File: src/hw/rtl/pffa_pkg.sv
// ----------------------------------------------------------------------------
// Page frame FIFO allocator package
// Shared types, codes and constants of the page frame allocator.
// ----------------------------------------------------------------------------
package pffa_pkg;

    localparam int PFFA_PAGE_SLOTS = 4096;
    localparam int PFFA_FRAME_BITS = 40;

    localparam int PFFA_ADDR_W    = 64;
    localparam int PFFA_REGION_W  = 40;
    localparam int PFFA_SIZE_W    = 32;
    localparam int PFFA_FPC_W     = 13;
    localparam int PFFA_PAGE_SHIFT = 12;
    localparam int PFFA_PAGE_BYTES = 4096;
    // Sixteen-byte descriptors: 256 of them fill one page.
    localparam int PFFA_DESC_SHIFT = 8;
    localparam int PFFA_PAGES_W   = PFFA_SIZE_W - PFFA_PAGE_SHIFT + 1;

    localparam logic [PFFA_ADDR_W-1:0] PFFA_KERNEL_BASE_RST = 64'hFFFF_FFFF_8000_0000;

    typedef enum logic [1:0] {
        OP_INIT    = 2'd0,
        OP_ALLOC   = 2'd1,
        OP_RELEASE = 2'd2,
        OP_NOP     = 2'd3
    } t_op;

    typedef enum logic [1:0] {
        VIEW_KMAP   = 2'd0,
        VIEW_KUNMAP = 2'd1,
        VIEW_USER   = 2'd2,
        VIEW_PHYS   = 2'd3
    } t_view;

    typedef enum logic [1:0] {
        CFG_FIRST_FRAME = 2'd0,
        CFG_END_FRAME   = 2'd1,
        CFG_KERNEL_BASE = 2'd2,
        CFG_USER_BASE   = 2'd3
    } t_cfg_idx;

    typedef struct packed {
        t_op                    operation;
        logic [PFFA_SIZE_W-1:0] alloc_size;
        t_view                  address_view;
        logic [PFFA_ADDR_W-1:0] release_address;
    } t_req;

    typedef struct packed {
        logic [PFFA_ADDR_W-1:0] result_address;
        logic                   granted;
        logic                   map_request;
        logic                   unmap_request;
        logic [PFFA_FPC_W-1:0]  free_page_count;
    } t_rsp;

    typedef enum logic [3:0] {
        ST_IDLE,
        ST_INIT_K,
        ST_INIT_DROP,
        ST_INIT_LOAD,
        ST_INIT_FILL,
        ST_ALLOC_READ,
        ST_ALLOC_UPDATE,
        ST_REL_STRIP,
        ST_REL_WRITE,
        ST_DONE
    } t_state;

    typedef struct packed {
        logic accept;
        logic init_k;
        logic init_drop;
        logic init_load;
        logic init_fill;
        logic init_finish;
        logic alloc_read;
        logic alloc_update;
        logic rel_strip;
        logic rel_write;
        logic out_load;
    } t_cmd;

    typedef struct packed {
        logic fill_done;
    } t_stat;

endpackage

File: src/hw/rtl/pffa_ctrl.sv
// ----------------------------------------------------------------------------
// Page frame allocator controller
// Sequences each request through the datapath and owns the response valid.
// ----------------------------------------------------------------------------
module pffa_ctrl import pffa_pkg::*; (
    input  logic  i_clk,
    input  logic  i_rst_n,
    input  logic  i_in_valid,
    input  t_op   i_in_op,
    output logic  o_in_ready,
    input  logic  i_out_ready,
    output logic  o_out_valid,
    input  t_stat i_stat,
    output t_cmd  o_cmd
);

    t_state r_state;
    t_state n_state;
    logic   r_out_valid;
    logic   slot_free;

    assign slot_free   = !r_out_valid || i_out_ready;
    assign o_in_ready  = (r_state == ST_IDLE);
    assign o_out_valid = r_out_valid;

    always_comb begin
        n_state = r_state;
        case (r_state)
            ST_IDLE: begin
                if (i_in_valid) begin
                    case (i_in_op)
                        OP_INIT:    n_state = ST_INIT_K;
                        OP_ALLOC:   n_state = ST_ALLOC_READ;
                        OP_RELEASE: n_state = ST_REL_STRIP;
                        OP_NOP:     n_state = ST_DONE;
                        default:    n_state = ST_DONE;
                    endcase
                end
            end
            ST_INIT_K:       n_state = ST_INIT_DROP;
            ST_INIT_DROP:    n_state = ST_INIT_LOAD;
            ST_INIT_LOAD:    n_state = ST_INIT_FILL;
            ST_INIT_FILL: begin
                if (i_stat.fill_done) begin
                    n_state = ST_DONE;
                end
            end
            ST_ALLOC_READ:   n_state = ST_ALLOC_UPDATE;
            ST_ALLOC_UPDATE: n_state = ST_DONE;
            ST_REL_STRIP:    n_state = ST_REL_WRITE;
            ST_REL_WRITE:    n_state = ST_DONE;
            ST_DONE: begin
                if (slot_free) begin
                    n_state = ST_IDLE;
                end
            end
            default:         n_state = ST_IDLE;
        endcase
    end

    always_comb begin
        o_cmd = '0;
        case (r_state)
            ST_IDLE:         o_cmd.accept       = i_in_valid;
            ST_INIT_K:       o_cmd.init_k       = 1'b1;
            ST_INIT_DROP:    o_cmd.init_drop    = 1'b1;
            ST_INIT_LOAD:    o_cmd.init_load    = 1'b1;
            ST_INIT_FILL: begin
                o_cmd.init_fill   = !i_stat.fill_done;
                o_cmd.init_finish = i_stat.fill_done;
            end
            ST_ALLOC_READ:   o_cmd.alloc_read   = 1'b1;
            ST_ALLOC_UPDATE: o_cmd.alloc_update = 1'b1;
            ST_REL_STRIP:    o_cmd.rel_strip    = 1'b1;
            ST_REL_WRITE:    o_cmd.rel_write    = 1'b1;
            ST_DONE:         o_cmd.out_load     = slot_free;
            default:         o_cmd = '0;
        endcase
    end

    always_ff @(posedge i_clk) begin
        if (!i_rst_n) begin
            r_state     <= ST_IDLE;
            r_out_valid <= 1'b0;
        end else begin
            r_state <= n_state;
            if (o_cmd.out_load) begin
                r_out_valid <= 1'b1;
            end else if (i_out_ready) begin
                r_out_valid <= 1'b0;
            end
        end
    end

endmodule

File: config.mk
export PLATFORM = sky130hd
export DESIGN_NAME = pffa_ctrl
export DESIGN_NICKNAME = d
export VERILOG_FILES = /design/src/hw/rtl/pffa_pkg.sv /design/src/hw/rtl/pffa_ctrl.sv
export SDC_FILE = /design/constraint.sdc
export NUM_CORES = 1
export LEC_CHECK = 0
export ABC_AREA = 1
export BUFFER_PORTS_ARGS = -buffer_cell sky130_fd_sc_hd__buf_4
export CAP_MARGIN = 10
export CORE_MARGIN = 2
export CORE_UTILIZATION = 30
export CTS_CLUSTER_DIAMETER = 120
export CTS_CLUSTER_SIZE = 28
export DETAILED_ROUTE_END_ITERATION = 12
export REMOVE_ABC_BUFFERS = 1
export SLEW_MARGIN = 20
export SYNTH_ARGS = -nofsm -noshare
export SYNTH_HDL_FRONTEND = slang
export SYNTH_SLANG_ARGS = --single-unit
File: constraint.sdc
create_clock -name i_clk -period 2.2 [get_ports i_clk]
set_input_delay 0.33 -clock i_clk [delete_from_list [all_inputs] [get_ports i_clk]]
set_output_delay 0.33 -clock i_clk [all_outputs]
set_load 0.005 [all_outputs]
; ---- Word level (Yosys, flattened, before mapping)
; Cells that the tools add are included.
[word_totals]
register_bits = 5
latchBits = 0
ram_bits = 0
romBits = 0
inputBits = 7
elab_cells = 42
memories = 0
[op_classes]
add_sub_neg = 0
multipliers = 0
div = 0
order_cmp = 0
n_eq_ne = 15
n_shift = 0
muxes = 17
bitwise = 0
n_reduce_logical = 8
[op_table]
columns = operator, count
row1 = one-hot mux 4 bit (9 select lines), 1
row2 = "== test 4 x 3 -> 1 bit, second input constant", 4
row3 = one-hot mux 4 bit (4 select lines), 1
row4 = 2-to-1 mux 4 bit, 3
row5 = 2-to-1 mux 1 bit, 11
row6 = "== test 4 x 2 -> 1 bit, second input constant", 2
row7 = "== test 4 bit, second input constant", 2
row8 = "!= test 2 bit, second input constant", 3
row9 = "== test 2 bit, second input constant", 2
row10 = "== test 4 x 1 -> 1 bit, second input constant", 1
row11 = logical NOT 4 bit, 1
row12 = AND reduction 3 bit, 1
row13 = "== test 2 x 1 -> 1 bit, second input constant", 1
row14 = logical NOT 1 bit, 2
row15 = logical NOT 2 bit, 1
row16 = 2-to-1 mux 2 bit, 1
row17 = nonzero test 2 bit, 1
row18 = OR reduction 2 bit, 1
row19 = logical OR 1 bit, 1

; ---- Longest topological paths before layout
[depth]
depth_word = 4
ltp_mapped = 8
mapped_depth_nobuf = 8

; ---- Least setup slack after synthesis
; No wires, ideal clock.
[synth_timing]
kind = reg2out
from = register r_state[2]
to = output port o_cmd[5] in the netlist's numbering
arrival_time_ns = 0.850
path_slack_ns = 1.020
path_stages_with_launch = 5
path_cell_list = dfxtp_1 > inv_2 > nor2_4 > inv_2 > nor4_1
[synth_lines]
columns = item, line_no
row1 = start: declaration, pffa_ctrl.sv:17  ; t_state r_state;
row2 = start signal: assignment, pffa_ctrl.sv:86  ; r_state <= n_state;
row3 = end: declaration, pffa_ctrl.sv:14  ; output t_cmd o_cmd

==> out/qor.yml <==
clock_tree:
  maximum_count_of_clock_buffers_along_a_single_path: 2
  total_cts_buffers: 3
  clock_tree_from_tritoncts: "done"
  clock_tree.htree_level_count: 1
  clock_insertion_delay_at_the_later_pin_of_the_skew_report_ns: 0.24
  cts_root_buf: "sky130_fd_sc_hd__clkbuf_4"
  clk_transition_reported_paths_ns: 0.04
  numClockSinks: 5
  post_cts_setup_repair_buffer_count: 0
  cts_hold_buffers: 0
  postCtsResizedCells: 0
pwr:
  vdd.ir_drop.worst_uv: 597
  cellPowerDensity_mw_per_mm2: 1320
  power.total_mw: 0.824
  total_leakage_power_nw: 0.373
sta:
  post-route-worst-setup-slack_ns: 0.584
  final_hold_viol_count: 0
  timing.final.crit_period_ns: 1.62
  tns_ns: 0
  slew_viol_final: 0
  worst_hold_slack_ns: 0.377
  tightest_slew_ns: 0.265
  finalSetupViolCount: 0
  post-route-period-util: 0.735
  achievable-frequency_mhz: 619
  unrepaired_setup_endpoints_after_global_routing: "no"
  fin_worst_skew_ns: 0.00405
  slew_headroom: 0.822
detailed_routing:
  met2_length_microns: 474
  routed-via-count: 467
  dr.pass1.iters: 3
  top_layer: "met3"
  routed_wl_microns: 986
  drt_iter0_drc: 6
  routed_via_density: 4.25
  met3RoutedLength_microns: 41
  wl_met1_microns: 470
  ant_nets: 0
  remaining_drcs: 0
  detail_routed_net_length_per_standard_cell_microns: 8.96
synthesis:
  synth_cell_type_count: 17
  postSynthCellCount: 72
  synth-seq-area-share: 0.230
  synth_top_area_cell: "sky130_fd_sc_hd__dfxtp_1"
  post_synthesis_sequential_element_count: 5
  netlist.area_leader.share: 0.230
  synth.avg_cell_area_sq_um: 6.05
  yosys_warnings: 0
  syn-cell-area_sq_um: 435
  synth-main-ff-cell: "sky130_fd_sc_hd__dfxtp_1"
  ys_async_sr_fraction: 0
  synth_enable_flop_cells: 0
  yosys-top-cells-area: "sky130_fd_sc_hd__dfxtp_1, sky130_fd_sc_hd__nor2_1, sky130_fd_sc_hd__inv_1, sky130_fd_sc_hd__nor2_2, sky130_fd_sc_hd__nand2_1"
  yosys-top-cells-count: "sky130_fd_sc_hd__nor2_1, sky130_fd_sc_hd__inv_1, sky130_fd_sc_hd__nand2_1"
  synthMostInstantiatedCell: "sky130_fd_sc_hd__nor2_1"
global_route:
  grt_antenna_before_repair: 0
  first_global_vias: 445
  grt_util_all_layers: 0.120
  grt_pass1_wl_microns: 1640
  overflow: 0
  largest_net_degree_at_the_start_of_global_routing: 8
cells_and_area:
  final_layout_size_suffix_gt1_frac: 0.400
  insertedDiodeCount: 0
  synthToLayoutAreaGrowth_pct: 43.1
  utilization: 0.467
  final_design_area_no_fill_sq_um: 623
  design.final.nets: 105
  post_layout_nonfiller_instances: 110
  final.fill_count: 147
status:
  outcome: "finished clean"
worst_setup_path:
  worst_setup_path_end_kind: "output pin"
  worstPathArrival_ns: 1.29
  start_kind: "flop"
  max_stage_delay_ns: 0.45
  cp_max_fo: 5
  worst-setup-path-type: "flop to output pin"
  cpMostUsedCell: "sky130_fd_sc_hd__inv_2"
  timing.critical_path.cells: "inv_2, nor2_4, inv_2, nor4_1, buf_4"
  cpMaxStageDelayCell: "sky130_fd_sc_hd__dfxtp_1"
  required_ns: 1.87
floorplanning:
  io-pin-count: 20
  floorplan.die.width_microns: 42.1
  floorplan.core_area_sq_mm: 0.00133
  design.die.area_sq_mm: 0.00177
  effective_utilization_at_floorplan: 0.326
  fp.dieH_microns: 42.1
  cell_row_count: 13
placed_design:
  pre_cts_slack_ns: 0.838
  io_buffers: 19
  dp.cells: 106
  place_hpwl_microns: 858
  placement.cell_area_sq_um: 597
  gp_congestion: 0.741
hold_path:
  min_delay_worst_type: "primary input to flop"
run:
  timing.max_cap.violations: 0
-- layer usage --
layer	track usage	vias up
li1	-	264
met1	0.139	193
met2	0.200	10
met3	0.0388	0
met4	0.0563	0
met5	0	-
-- cell families after synthesis --
family / synth area share
buffers and inverters: 0.164
adder cells (fa/ha/maj): 0.0575
flip-flops: 0.230
AND/OR/NAND/NOR: 0.497
AO/OA/AOI/OAI: 0.0517
-- worst paths after layout --
check / slack (ns) / to / depth (start not counted) / startpoint
hold reg to reg: 0.59 / r_state[0] / 2 / r_state[0]
hold / removal: 0.38 / r_state[2] / 3 / i_rst_n
setup / recovery: 0.58 / o_cmd[5] / 5 / r_state[2]
setup reg to reg: 0.95 / r_state[2] / 7 / r_state[2]
-- cells in the final DEF, fill, tap and decap left out, drive strengths merged --
| master | count |
|---|---|
| a21oi | 2 |
| buf | 19 |
| clkbuf | 4 |
| dfxtp | 5 |
| ha | 2 |
| inv | 19 |
| nand2 | 9 |
| nand3 | 5 |
| nor2 | 23 |
| nor3 | 3 |
| nor4 | 2 |
| o21ai | 1 |
| o21bai | 1 |
-- power by group --
part	internal [mW]	leakage, nW	total [mW]	switching (mW)
clock	0.0684	0.0150	0.104	0.0356
combinational	0.226	0.317	0.521	0.294
sequential	0.128	0.0411	0.199	0.0711
total	0.423	0.373	0.824	0.401
-- registers in the layout (all words and copies together), names as in the netlist --
signal	cells
r_state	4
o_out_valid	1
-- critical path, delay by kind of cell (launching register included) --
kind          cells  cell delay, ns
buf+inv           3            0.30
flops             1            0.45
simple gates      2            0.31
-- layout make-up --
cell class | count | area, sq um | share of cell area
Multi-Input combinational cell | 48 | 264 | 0.424
Timing Repair Buffer | 19 | 143 | 0.229
Sequential cell | 5 | 100 | 0.161
Inverter | 19 | 71.3 | 0.114
Clock buffer | 4 | 26.3 | 0.0422
Tap cell | 15 | 18.8 | 0.0301
Power figures use the tool's default switching activity.
